<file path="config.mk">
export PLATFORM = sky130hd
export DESIGN_NAME = wav_header_parser_core
export DESIGN_NICKNAME = d
export VERILOG_FILES = /design/src/whp_pkg.sv /design/src/wav_header_parser_core.sv
export SDC_FILE = /design/constraint.sdc
export NUM_CORES = 2
export LEC_CHECK = 0
export BUFFER_PORTS_ARGS = -buffer_cell sky130_fd_sc_hd__buf_2
export CAP_MARGIN = 20
export CORE_MARGIN = 2
export CORE_UTILIZATION = 70
export CTS_BUF_LIST = sky130_fd_sc_hd__clkbuf_8
export CTS_CLUSTER_SIZE = 28
export DETAILED_ROUTE_END_ITERATION = 10
export GPL_TIMING_DRIVEN = 0
export PLACE_DENSITY = 0.85
export SLEW_MARGIN = 20
export SYNTH_ARGS = -nofsm -noshare
export SYNTH_HDL_FRONTEND = slang
export SYNTH_SLANG_ARGS = --single-unit
</file>
<file path="constraint.sdc">
create_clock -name clk -period 23.1 [get_ports clk]
set_input_delay 3.465 -clock clk [delete_from_list [all_inputs] [get_ports clk]]
set_output_delay 3.465 -clock clk [all_outputs]
set_load 0.01 [all_outputs]
</file>
<file path="src/whp_pkg.sv">
// ----------------------------------------------------------------------------
// whp_pkg
// shared codes for the wav header parser: parse phases, status codes, tags
// ----------------------------------------------------------------------------
package whp_pkg;

	localparam int unsigned PHASE_W = 3;
	localparam int unsigned STATUS_W = 3;

	localparam logic [PHASE_W-1:0] PH_IDLE      = 3'd0;
	localparam logic [PHASE_W-1:0] PH_HEAD      = 3'd1;
	localparam logic [PHASE_W-1:0] PH_FMT_SEEK  = 3'd2;
	localparam logic [PHASE_W-1:0] PH_FMT_BODY  = 3'd3;
	localparam logic [PHASE_W-1:0] PH_DATA_SEEK = 3'd4;
	localparam logic [PHASE_W-1:0] PH_DATA_HDR  = 3'd5;

	localparam logic [STATUS_W-1:0] ST_OK       = 3'd0;
	localparam logic [STATUS_W-1:0] ST_NOT_WAVE = 3'd1;
	localparam logic [STATUS_W-1:0] ST_NO_FMT   = 3'd2;
	localparam logic [STATUS_W-1:0] ST_BAD_FMT  = 3'd3;
	localparam logic [STATUS_W-1:0] ST_NO_DATA  = 3'd4;

	// four-character codes, first character in the lowest byte
	localparam logic [31:0] TAG_RIFF = 32'h4646_4952;
	localparam logic [31:0] TAG_WAVE = 32'h4556_4157;
	localparam logic [31:0] TAG_FMT  = 32'h2074_6D66;
	localparam logic [31:0] TAG_DATA = 32'h6174_6164;

	localparam logic [31:0] POS_RIFF_END = 32'd3;
	localparam logic [31:0] POS_WAVE_END = 32'd11;
	localparam logic [31:0] FIRST_CHUNK  = 32'd12;

	localparam logic [31:0] OFF_ID_END     = 32'd3;
	localparam logic [31:0] OFF_SIZE_END   = 32'd7;
	localparam logic [31:0] OFF_FORMAT_END = 32'd9;
	localparam logic [31:0] OFF_CHAN_END   = 32'd11;
	localparam logic [31:0] OFF_RATE_END   = 32'd15;
	localparam logic [31:0] OFF_BRATE_END  = 32'd19;
	localparam logic [31:0] OFF_ALIGN_END  = 32'd21;
	localparam logic [31:0] OFF_BITS_END   = 32'd23;

	localparam logic [31:0] FMT_MIN_SIZE = 32'd16;
	localparam logic [15:0] FORMAT_PCM   = 16'd1;

	typedef struct packed {
		logic [31:0] data_size;
		logic [31:0] data_offset;
		logic [31:0] sample_rate;
		logic [15:0] bits_per_sample;
		logic [15:0] channel_count;
		logic [STATUS_W-1:0] status;
	} result_t;

endpackage

</file>
<file path="src/wav_header_parser_core.sv">
// ----------------------------------------------------------------------------
// wav_header_parser_core
// walks the riff chunk list of a wav file, one byte per transaction, and
// returns one result per file with status and pcm format details
// each byte is registered in the input stage, and its result in the output register
// throughput: 1 byte per cycle while the output is not stalled, set by the single state update per byte
// while a result waits, the input stage can hold the next byte, but it is not parsed until the result is taken
// reset: asynchronous active low, parser idle until a first byte is seen
// ----------------------------------------------------------------------------
module wav_header_parser_core
	import whp_pkg::*;
(
	input  logic         clk,
	input  logic         arst_n,
	input  logic         cfg_valid,
	output logic         cfg_ready,
	input  logic [31:0]  cfg_data,       // file_length
	input  logic         s_tvalid,
	output logic         s_tready,
	input  logic [7:0]   s_tdata,        // data_byte
	input  logic [0:0]   s_tuser,        // first_byte
	output logic         m_tvalid,
	input  logic         m_tready,
	output logic [135:0] m_tdata         // status, channel_count, bits_per_sample,
	                                     // sample_rate, data_offset, data_size, zero pad
);

	logic        in_valid_s1;
	logic [7:0]  in_byte_s1;
	logic        in_first_s1;

	logic [31:0] file_length_q;
	logic [31:0] pos_q;
	logic [31:0] cs_q;
	logic [31:0] ws_q;
	logic [PHASE_W-1:0] phase_q;
	logic        fin_q;
	logic [31:0] fmt_size_q;
	logic [15:0] fmt_code_q;
	logic [15:0] ch_q;
	logic [31:0] rate_q;
	logic [31:0] brate_q;
	logic [15:0] align_q;
	logic [15:0] bits_q;
	logic        rate_ok_q;

	logic        out_valid_q;
	result_t     out_q;

	logic        advance;
	logic        take;

	logic        active;
	logic        in_chunk;
	logic        emit;
	logic [STATUS_W-1:0] st;
	logic [PHASE_W-1:0]  cur_phase;
	logic [31:0] pos_n;
	logic [31:0] cs_n;
	logic [31:0] ws_n;
	logic [PHASE_W-1:0] phase_n;
	logic        fin_n;
	logic [31:0] fmt_size_n;
	logic [15:0] fmt_code_n;
	logic [15:0] ch_n;
	logic [31:0] rate_n;
	logic [31:0] brate_n;
	logic [15:0] align_n;
	logic [15:0] bits_n;
	logic [31:0] off;
	logic [31:0] skip_size;
	logic [32:0] next_start;
	logic        next_ok;
	logic [47:0] rate_prod;
	logic [28:0] align_prod;
	logic        fmt_bad;
	result_t     res;

	assign cfg_ready = 1'b1;
	assign advance   = !out_valid_q || m_tready;
	assign s_tready  = !in_valid_s1 || advance;
	assign take      = in_valid_s1 && advance;

	assign rate_prod  = rate_q * align_q;
	// bits field >> 3, taken from the byte being shifted in
	assign align_prod = {in_byte_s1, ws_q[31:27]} * ch_q;

	always_comb begin
		active     = 1'b1;
		emit       = 1'b0;
		st         = ST_OK;
		pos_n      = pos_q;
		cs_n       = cs_q;
		ws_n       = ws_q;
		phase_n    = phase_q;
		fin_n      = fin_q;
		fmt_size_n = fmt_size_q;
		fmt_code_n = fmt_code_q;
		ch_n       = ch_q;
		rate_n     = rate_q;
		brate_n    = brate_q;
		align_n    = align_q;
		bits_n     = bits_q;
		if (in_first_s1) begin
			pos_n      = '0;
			cs_n       = '0;
			phase_n    = PH_HEAD;
			fin_n      = 1'b0;
			fmt_size_n = '0;
			fmt_code_n = '0;
			ch_n       = '0;
			rate_n     = '0;
			brate_n    = '0;
			align_n    = '0;
			bits_n     = '0;
		end else if (phase_q == PH_IDLE || fin_q) begin
			active = 1'b0;
		end else begin
			pos_n = pos_q + 32'd1;
		end
		if (active) begin
			ws_n = {in_byte_s1, ws_q[31:8]};
		end
		cur_phase = phase_n;
		in_chunk  = (cur_phase != PH_HEAD) && (pos_n >= cs_n);
		off       = pos_n - cs_n;
		skip_size = (cur_phase == PH_FMT_BODY) ? fmt_size_n : ws_n;
		next_start = {1'b0, cs_n} + {1'b0, skip_size} + 33'd8;
		next_ok    = next_start < {1'b0, file_length_q};
		fmt_bad = (fmt_size_n < FMT_MIN_SIZE) || (fmt_code_n != FORMAT_PCM) || !rate_ok_q
			|| ({13'd0, align_n} != align_prod);
		if (active) begin
			if (cur_phase == PH_HEAD) begin
				if (pos_n == POS_RIFF_END && ws_n != TAG_RIFF) begin
					emit = 1'b1;
					st   = ST_NOT_WAVE;
				end else if (pos_n == POS_WAVE_END) begin
					if (ws_n != TAG_WAVE) begin
						emit = 1'b1;
						st   = ST_NOT_WAVE;
					end else begin
						phase_n = PH_FMT_SEEK;
						cs_n    = FIRST_CHUNK;
					end
				end
			end else if (in_chunk && cur_phase == PH_FMT_SEEK) begin
				if (off == OFF_ID_END && ws_n == TAG_FMT) begin
					phase_n = PH_FMT_BODY;
				end else if (off == OFF_SIZE_END) begin
					if (next_ok) begin
						cs_n = next_start[31:0];
					end else begin
						emit = 1'b1;
						st   = ST_NO_FMT;
					end
				end
			end else if (in_chunk && cur_phase == PH_FMT_BODY) begin
				case (off)
					OFF_SIZE_END:   fmt_size_n = ws_n;
					OFF_FORMAT_END: fmt_code_n = ws_n[31:16];
					OFF_CHAN_END:   ch_n = ws_n[31:16];
					OFF_RATE_END:   rate_n = ws_n;
					OFF_BRATE_END:  brate_n = ws_n;
					OFF_ALIGN_END:  align_n = ws_n[31:16];
					OFF_BITS_END: begin
						bits_n = ws_n[31:16];
						if (fmt_bad) begin
							emit = 1'b1;
							st   = ST_BAD_FMT;
						end else if (!next_ok) begin
							emit = 1'b1;
							st   = ST_NO_DATA;
						end else begin
							cs_n    = next_start[31:0];
							phase_n = PH_DATA_SEEK;
						end
					end
					default: ;
				endcase
			end else if (in_chunk && cur_phase == PH_DATA_SEEK) begin
				if (off == OFF_ID_END && ws_n == TAG_DATA) begin
					phase_n = PH_DATA_HDR;
				end else if (off == OFF_SIZE_END) begin
					if (next_ok) begin
						cs_n = next_start[31:0];
					end else begin
						emit = 1'b1;
						st   = ST_NO_DATA;
					end
				end
			end else if (in_chunk && cur_phase == PH_DATA_HDR) begin
				if (off == OFF_SIZE_END) begin
					emit = 1'b1;
					st   = ST_OK;
				end
			end
			// last byte of the file reached with no result yet
			if (!emit && ({1'b0, pos_n} + 33'd1 >= {1'b0, file_length_q})) begin
				emit = 1'b1;
				case (phase_n)
					PH_HEAD:                  st = ST_NOT_WAVE;
					PH_FMT_SEEK, PH_FMT_BODY: st = ST_NO_FMT;
					default:                  st = ST_NO_DATA;
				endcase
			end
			if (emit) begin
				fin_n = 1'b1;
			end
		end
		res.status          = st;
		res.channel_count   = (st == ST_OK) ? ch_n : 16'd0;
		res.bits_per_sample = (st == ST_OK) ? bits_n : 16'd0;
		res.sample_rate     = (st == ST_OK) ? rate_n : 32'd0;
		res.data_offset     = (st == ST_OK) ? cs_n + 32'd8 : 32'd0;
		res.data_size       = (st == ST_OK) ? ws_n : 32'd0;
	end

	always_ff @(posedge clk or negedge arst_n) begin
		if (!arst_n) begin
			in_valid_s1   <= 1'b0;
			out_valid_q   <= 1'b0;
			file_length_q <= '0;
			pos_q         <= '0;
			cs_q          <= '0;
			phase_q       <= PH_IDLE;
			fin_q         <= 1'b0;
		end else begin
			if (s_tready) begin
				in_valid_s1 <= s_tvalid;
			end
			if (cfg_valid && cfg_ready) begin
				file_length_q <= cfg_data;
			end
			if (take && emit) begin
				out_valid_q <= 1'b1;
			end else if (m_tready) begin
				out_valid_q <= 1'b0;
			end
			if (take) begin
				pos_q   <= pos_n;
				cs_q    <= cs_n;
				phase_q <= phase_n;
				fin_q   <= fin_n;
			end
		end
	end

	always_ff @(posedge clk) begin
		if (s_tvalid && s_tready) begin
			in_byte_s1  <= s_tdata;
			in_first_s1 <= s_tuser[0];
		end
		// product check runs on held values, settled before the last fmt byte
		rate_ok_q <= ({16'd0, brate_q} == rate_prod);
		if (take) begin
			ws_q       <= ws_n;
			fmt_size_q <= fmt_size_n;
			fmt_code_q <= fmt_code_n;
			ch_q       <= ch_n;
			rate_q     <= rate_n;
			brate_q    <= brate_n;
			align_q    <= align_n;
			bits_q     <= bits_n;
		end
		if (take && emit) begin
			out_q <= res;
		end
	end

	assign m_tvalid = out_valid_q;
	assign m_tdata  = {5'd0, out_q};

endmodule
</file>
* After elaboration in Yosys (flattened, before gate mapping)
Cells that the tools add are included.
Widths: inputs -> output; s select.
** Storage, ports and cells
- Register bits :: 435
- Output and inout port bits :: 139
- Logic and storage cells :: 208
** Cells by class
- Add/subtract/negate cells :: 6
- $mul :: 2
- $lt $le $gt $ge :: 4
- Equality and inequality tests :: 26
- Muxes and demuxes :: 120
- Reductions and logical operators :: 26
** Operators by type and width (number)
- $mux 32 :: 37
- $mux 16 :: 24
- $eq 32x4->1 const B :: 4
- $eq 32x5->1 const B :: 3
- $mux 3 :: 26
- $eq 32x2->1 const B :: 2
- $ne 32x31->1 const B :: 2
- $eq 32x48->1 :: 1
- $mul 32x16->48 :: 1
- $add 32x1->33 const B :: 1
- $add 32x32->33 :: 1
- $add 33x4->33 const B :: 1
- $ge 33x32->1 :: 1
- $lt 33x32->1 :: 1
- $add 32x1->32 const B :: 1
- $add 32x4->32 const B :: 1
- $eq 32x3->1 const B :: 1
- $eq 32x30->1 const B :: 1
- $eq 32x31->1 const B :: 1
- $ge 32x32->1 :: 1
- $lt 32x5->1 const B :: 1
- $sub 32x32->32 :: 1
- $mul 13x16->29 :: 1
- $mux 1 :: 29
- 14 further kinds :: 41

* Logic depth before layout (Yosys ltp)
- Depth after elaboration :: 24
- Gate-level depth with buffers :: 48

* Worst setup path after synthesis
Ideal clock, no wire load.
- Path kind :: register -> register
- From :: register phase_q[0]
- To :: register out_q (netlist bit m_tdata[0]) (enable)
- Data arrival time :: 10860 ps
- Data required time :: 22616 ps
- Slack :: 11756 ps
- Stages on the path, launching flop included :: 44
- Cell sequence :: dfrtp_1 > buf_2 > or3_1 > a21oi_2 > clkbuf_1 > clkbuf_1 > clkbuf_1 > buf_1 > buf_1 > mux2i_1 > nand2_1 > o21ai_0 > ha_1 > inv_1 > ha_1 > nor2b_1 > o31a_1 > o31a_1 > [... 8 more ...] > nand2b_1 > xnor2_1 > inv_1 > ha_1 > o21a_1 > o22a_1 > o41ai_1 > a21bo_2 > and2_1 > clkbuf_1 > clkbuf_1 > buf_1 > a21oi_1 > a21o_1 > a31oi_1 > nand2b_1 > nand2_1 > inv_1
** On the way
- Cells in the longest elaborated chain, start to end :: 23
- Elaborated cells on any way between the ends :: 61
- Those cells by class :: add/sub (4); order compare (3); eq/ne (15); mux (26); reduce/logical (13)
** RTL lines
- start, declared :: RTL line wav_header_parser_core.sv:36 : logic [PHASE_W-1:0] phase_q;
- start signal, assigned :: RTL line wav_header_parser_core.sv:242 : phase_q <= phase_n;
- $logic_not 3->1 :: RTL line wav_header_parser_core.sv:116 : end else if (phase_q == PH_IDLE || fin_q) begin
- $logic_or 1x1->1 :: RTL line wav_header_parser_core.sv:116
- $mux 1 :: RTL line wav_header_parser_core.sv:116
- $mux 1 :: RTL line wav_header_parser_core.sv:104 : if (in_first_s1) begin
- $mux 32 :: RTL line wav_header_parser_core.sv:121 : if (active) begin
- $mux 32 :: RTL line wav_header_parser_core.sv:127 : skip_size = (cur_phase == PH_FMT_BODY) ? fmt_size_n : ws_n;
- $add 32x32->33 :: RTL line wav_header_parser_core.sv:128 : next_start = {1'b0, cs_n} + {1'b0, skip_size} + 33'd8;
- $add 33x4->33 :: RTL line wav_header_parser_core.sv:128
- [... 7 more ...]
- $mux 1 :: RTL line wav_header_parser_core.sv:133 : if (cur_phase == PH_HEAD) begin
- $mux 1 :: RTL line wav_header_parser_core.sv:132 : if (active) begin
- $logic_not 1->1 :: RTL line wav_header_parser_core.sv:198 : if (!emit && ({1'b0, pos_n} + 33'd1 >= {1'b0, file_length_q})) begin
- $logic_and 1x1->1 :: RTL line wav_header_parser_core.sv:198
- $mux 1 :: RTL line wav_header_parser_core.sv:198
- $mux 1 :: RTL line wav_header_parser_core.sv:132
- $mux 1 (*) :: RTL line wav_header_parser_core.sv:132
- $logic_and 1x1->1 (*) :: RTL line wav_header_parser_core.sv:265 : if (take && emit) begin
- end signal, assigned :: RTL line wav_header_parser_core.sv:266 : out_q <= res;
- end, declared :: RTL line wav_header_parser_core.sv:48 : result_t out_q;
Mark *: on every way between the ends. The rest lies on a longest branch, timed or not. The select of a mux whose other input is x is not followed.
A chain may end at the register's enable or synchronous reset.

* Worst setup path after layout
- From :: register phase_q[0]
- To :: register out_q (netlist bit m_tdata[128]) (data pin)
** On the way
- Cells in the longest elaborated chain, start to end :: 22
- Elaborated cells on any way between the ends :: 93
- Those cells by class :: add/sub (4); order compare (3); eq/ne (18); mux (54); reduce/logical (14)
** RTL lines
- $logic_not 3->1 :: RTL line wav_header_parser_core.sv:116
- $logic_or 1x1->1 :: RTL line wav_header_parser_core.sv:116
- $mux 1 :: RTL line wav_header_parser_core.sv:116
- $mux 1 :: RTL line wav_header_parser_core.sv:104
- $mux 32 :: RTL line wav_header_parser_core.sv:121
- $mux 32 :: RTL line wav_header_parser_core.sv:127
- $add 32x32->33 :: RTL line wav_header_parser_core.sv:128
- $add 33x4->33 :: RTL line wav_header_parser_core.sv:128
- [... 6 more ...]
- $mux 3 or $mux 1 (tied branches) :: RTL line wav_header_parser_core.sv:133, wav_header_parser_core.sv:146
- $mux 3 or $mux 1 (tied branches) :: RTL line wav_header_parser_core.sv:132, wav_header_parser_core.sv:133
- $eq 3x2->1 or $mux 1 (tied branches) :: RTL line wav_header_parser_core.sv:200, wav_header_parser_core.sv:132
- $reduce_or 2->1 or $logic_not 1->1 (tied branches) :: RTL line wav_header_parser_core.sv:200, wav_header_parser_core.sv:198
- $pmux 3 s2 or $logic_and 1x1->1 (tied branches) :: RTL line wav_header_parser_core.sv:200, wav_header_parser_core.sv:198
- $mux 3 :: RTL line wav_header_parser_core.sv:198
- $mux 3 :: RTL line wav_header_parser_core.sv:132
- $logic_not 3->1 :: RTL line wav_header_parser_core.sv:215 : res.data_size = (st == ST_OK) ? ws_n : 32'd0;
Parallel ways exist; a longest one is shown, timed or not. The select of a mux whose other input is x is not followed.

==> results.json <==
{
  "violations": "DRC",
  "routed_wl_um": 208000,
  "dr.first_iter.drc_count": 7684,
  "io_pins": 185,
  "chipWidth_um": 281,
  "slew_violations": 0,
  "grt_pass1_vias": 51662,
  "cts_resized": 0,
  "ys_warn_count": 0,
  "period_share_pct": 76.4,
  "post_cts_buffers": 0,
  "period_minus_slack_ns": 17.64,
  "grt_setup_unrepaired": "false",
  "final_antenna_net_count": 0,
  "cts_buffer_depth": 3,
  "drc": 1,
  "startpoint_type": "register",
  "outcome": "finished with violations",
  "cp_slowest_cell": "buf_1",
  "worstMarginPinSlew_ns": 1.35,
  "clk_latency_ns": 0.78,
  "cts_root_buffer": "clkbuf_8",
  "yosysMostFrequentCell": "inv_1",
  "clkSinkCount": 435,
  "syn_to_final_growth_pct": 7.70,
  "fill_cells": 5060,
  "core_region_area_um2": 75900,
  "slew_headroom_pct": 10.3,
  "fmax_mhz": 56.7,
  "clk_pin_slew_worst_paths_ns": 0.06,
  "grtUsageTotal_pct": 52.1,
  "synth_area_leaders": "fa_1, edfxtp_1, ha_1, and2_1, inv_1",
  "hold_buffers": 0,
  "initial_core_util_pct": 70.8,
  "synthTopCellsByCount": "inv_1, nand2_1, and2_1",
  "ctsHtreeMaxLevel": 3,
  "setup_viol": 0,
  "dp_hpwl_um": 158000,
  "ys_types": 114,
  "critPathKind": "reg -> reg",
  "vias": 51612,
  "ys_ff_latch": 435,
  "cp_max_fo": 10,
  "vias_per_cell": 6.91,
  "wire_per_inst_um": 27.8,
  "cap_violations": 0,
  "grt_antenna_before_repair": 23,
  "grt_max_degree": 75,
  "portBuffers": 177,
  "worstPathRequired_ns": 23.45,
  "skew_ns": 0.0875,
  "async_flop_share_pct": 23.4,
  "syn_inst": 6075,
  "synth_flop_cell": "edfxtp_1",
  "cp-end-kind": "register",
  "die_h_um": 281,
  "firstDrtPassIters": 11,
  "grt_pass1_wl_um": 305000,
  "overflow": 0,
  "netlist_area_um2": 53700,
  "max_stage_delay_ns": 1.01,
  "layout-drive-gt1-share_pct": 6.94,
  "min_path_type": "reg -> reg",
  "tns_ns": 0,
  "cpMostUsedCell": "clkbuf_1",
  "hold_violations": 0,
  "yosys.area.top_type": "fa_1",
  "finalWeightedCongestion": 1.06,
  "synth-seq-area-share_pct": 23.3,
  "die_area_um2": 79000,
  "synth_top_area_share_pct": 21.4,
  "arrival_ns": 17.99,
  "nets": 7323,
  "cts_tree": "done",
  "synth-edff-count": 332,
  "numCtsBuffers": 80,
  "rows": 101,
  "syn_avg_cell_area_um2": 8.85
}
[placed cells by master (no fill, tap or decap), types with 55 or more instances in the layout]
cell,instances
inv_1,778
nand2_1,734
and2_1,596
fa_1,574
ha_1,355
edfxtp_1,332
o21ai_0,313
clkbuf_1,278
nor2_1,276
a21oi_1,240
buf_2,201
nand3_1,163
xnor2_1,115
o21a_1,104
dfrtp_1,102
a21o_1,101
clkbuf_8,86
nor3_1,75
nand4_1,63
nor4_1,61
and3_1,56
xor2_1,55
[through the flow]
stage	hold WS [ns]	utilization, %	setup WS (ns)	cell area [um^2]	instances
after CTS	0.474	76.1	6.71	57800	7442
after global placement	0.449	73.6	5.90	55900	7286
after detailed placement	0.462	73.9	6.93	56200	7296
after floorplan	0.439	-	11.76	53800	6079
final	0.476	76.2	5.46	57900	7466
after global routing	0.487	76.2	5.66	57900	7458
[layer usage]
metal	GRT usage, %	up-vias	part of all wire (%)
li1	-	20905	-
met1	59.1	24175	32
met2	78.0	4873	42
met3	19.3	1633	15
met4	44.0	26	11
met5	0.563	-	0.18
[final cells by class]
| cell class | instances | area, um^2 | share of cell area, % |
|---|---|---|---|
| Multi-Input combinational cell | 4547 | 37000 | 64.0 |
| Sequential cell | 435 | 12500 | 21.7 |
| Inverter | 761 | 2860 | 4.95 |
| Buffer | 336 | 1370 | 2.36 |
| Tap cell | 1030 | 1290 | 2.23 |
| Clock buffer | 86 | 1180 | 2.04 |
| Timing Repair Buffer | 187 | 1070 | 1.84 |
| Clock inverter | 60 | 468 | 0.808 |
| Antenna cell | 24 | 60.1 | 0.104 |
[path summary, 6_finish.rpt]
kind	from	end	slack (ns)	cells after the start
setup / recovery	phase_q[0]	m_tdata[128]	5.46	46
hold / removal	cs_q[30]	cs_q[30]	0.48	2
setup reg to reg	phase_q[0]	m_tdata[128]	5.46	46
hold reg to reg	cs_q[30]	cs_q[30]	0.48	2
max in group asynchronous	arst_n	pos_q[12]	19.72	2
min in group asynchronous	arst_n	file_length_q[13]	2.69	1
[critical path: cells and delay by family (launching register included)]
family                     cells  cell delay [ns]
AOI/OAI and AO/OA             14             4.79
xor gates and xnor gates       1             0.57
adders and majority gates      3             0.77
buffers and inverters         14             7.15
DFF                            1             0.36
muxes                          1             0.65
and+or+nand+nor               13             2.92
[sequential cells by signal, indices dropped and copies added (netlist names)]
signal and count:
m_tvalid 1, cs_q 32, ws_q 32, rate_ok_q 1, rate_q 32, in_byte_s1 8, phase_q 3, in_first_s1 1
fin_q 1, brate_q 32, fmt_code_q 16, m_tdata 131, bits_q 16, pos_q 32, in_valid_s1 1, file_length_q 32
fmt_size_q 32, ch_q 16, align_q 16
[logic make-up after synthesis]
kind of cell,count (synthesis),synth area share [%]
adders and majority gates,929,29.6
AOI/OAI and AO/OA,1090,13.1
DFF,435,23.3
buffers and inverters,1097,7.85
and+or+nand+nor,2288,22.1
other,2,0.0140
xor gates and xnor gates,172,2.83
muxes,62,1.19
Power is left out: the tool's default activity adds up to more than one toggle a clock period on the data nets, which glitch-free logic cannot reach.
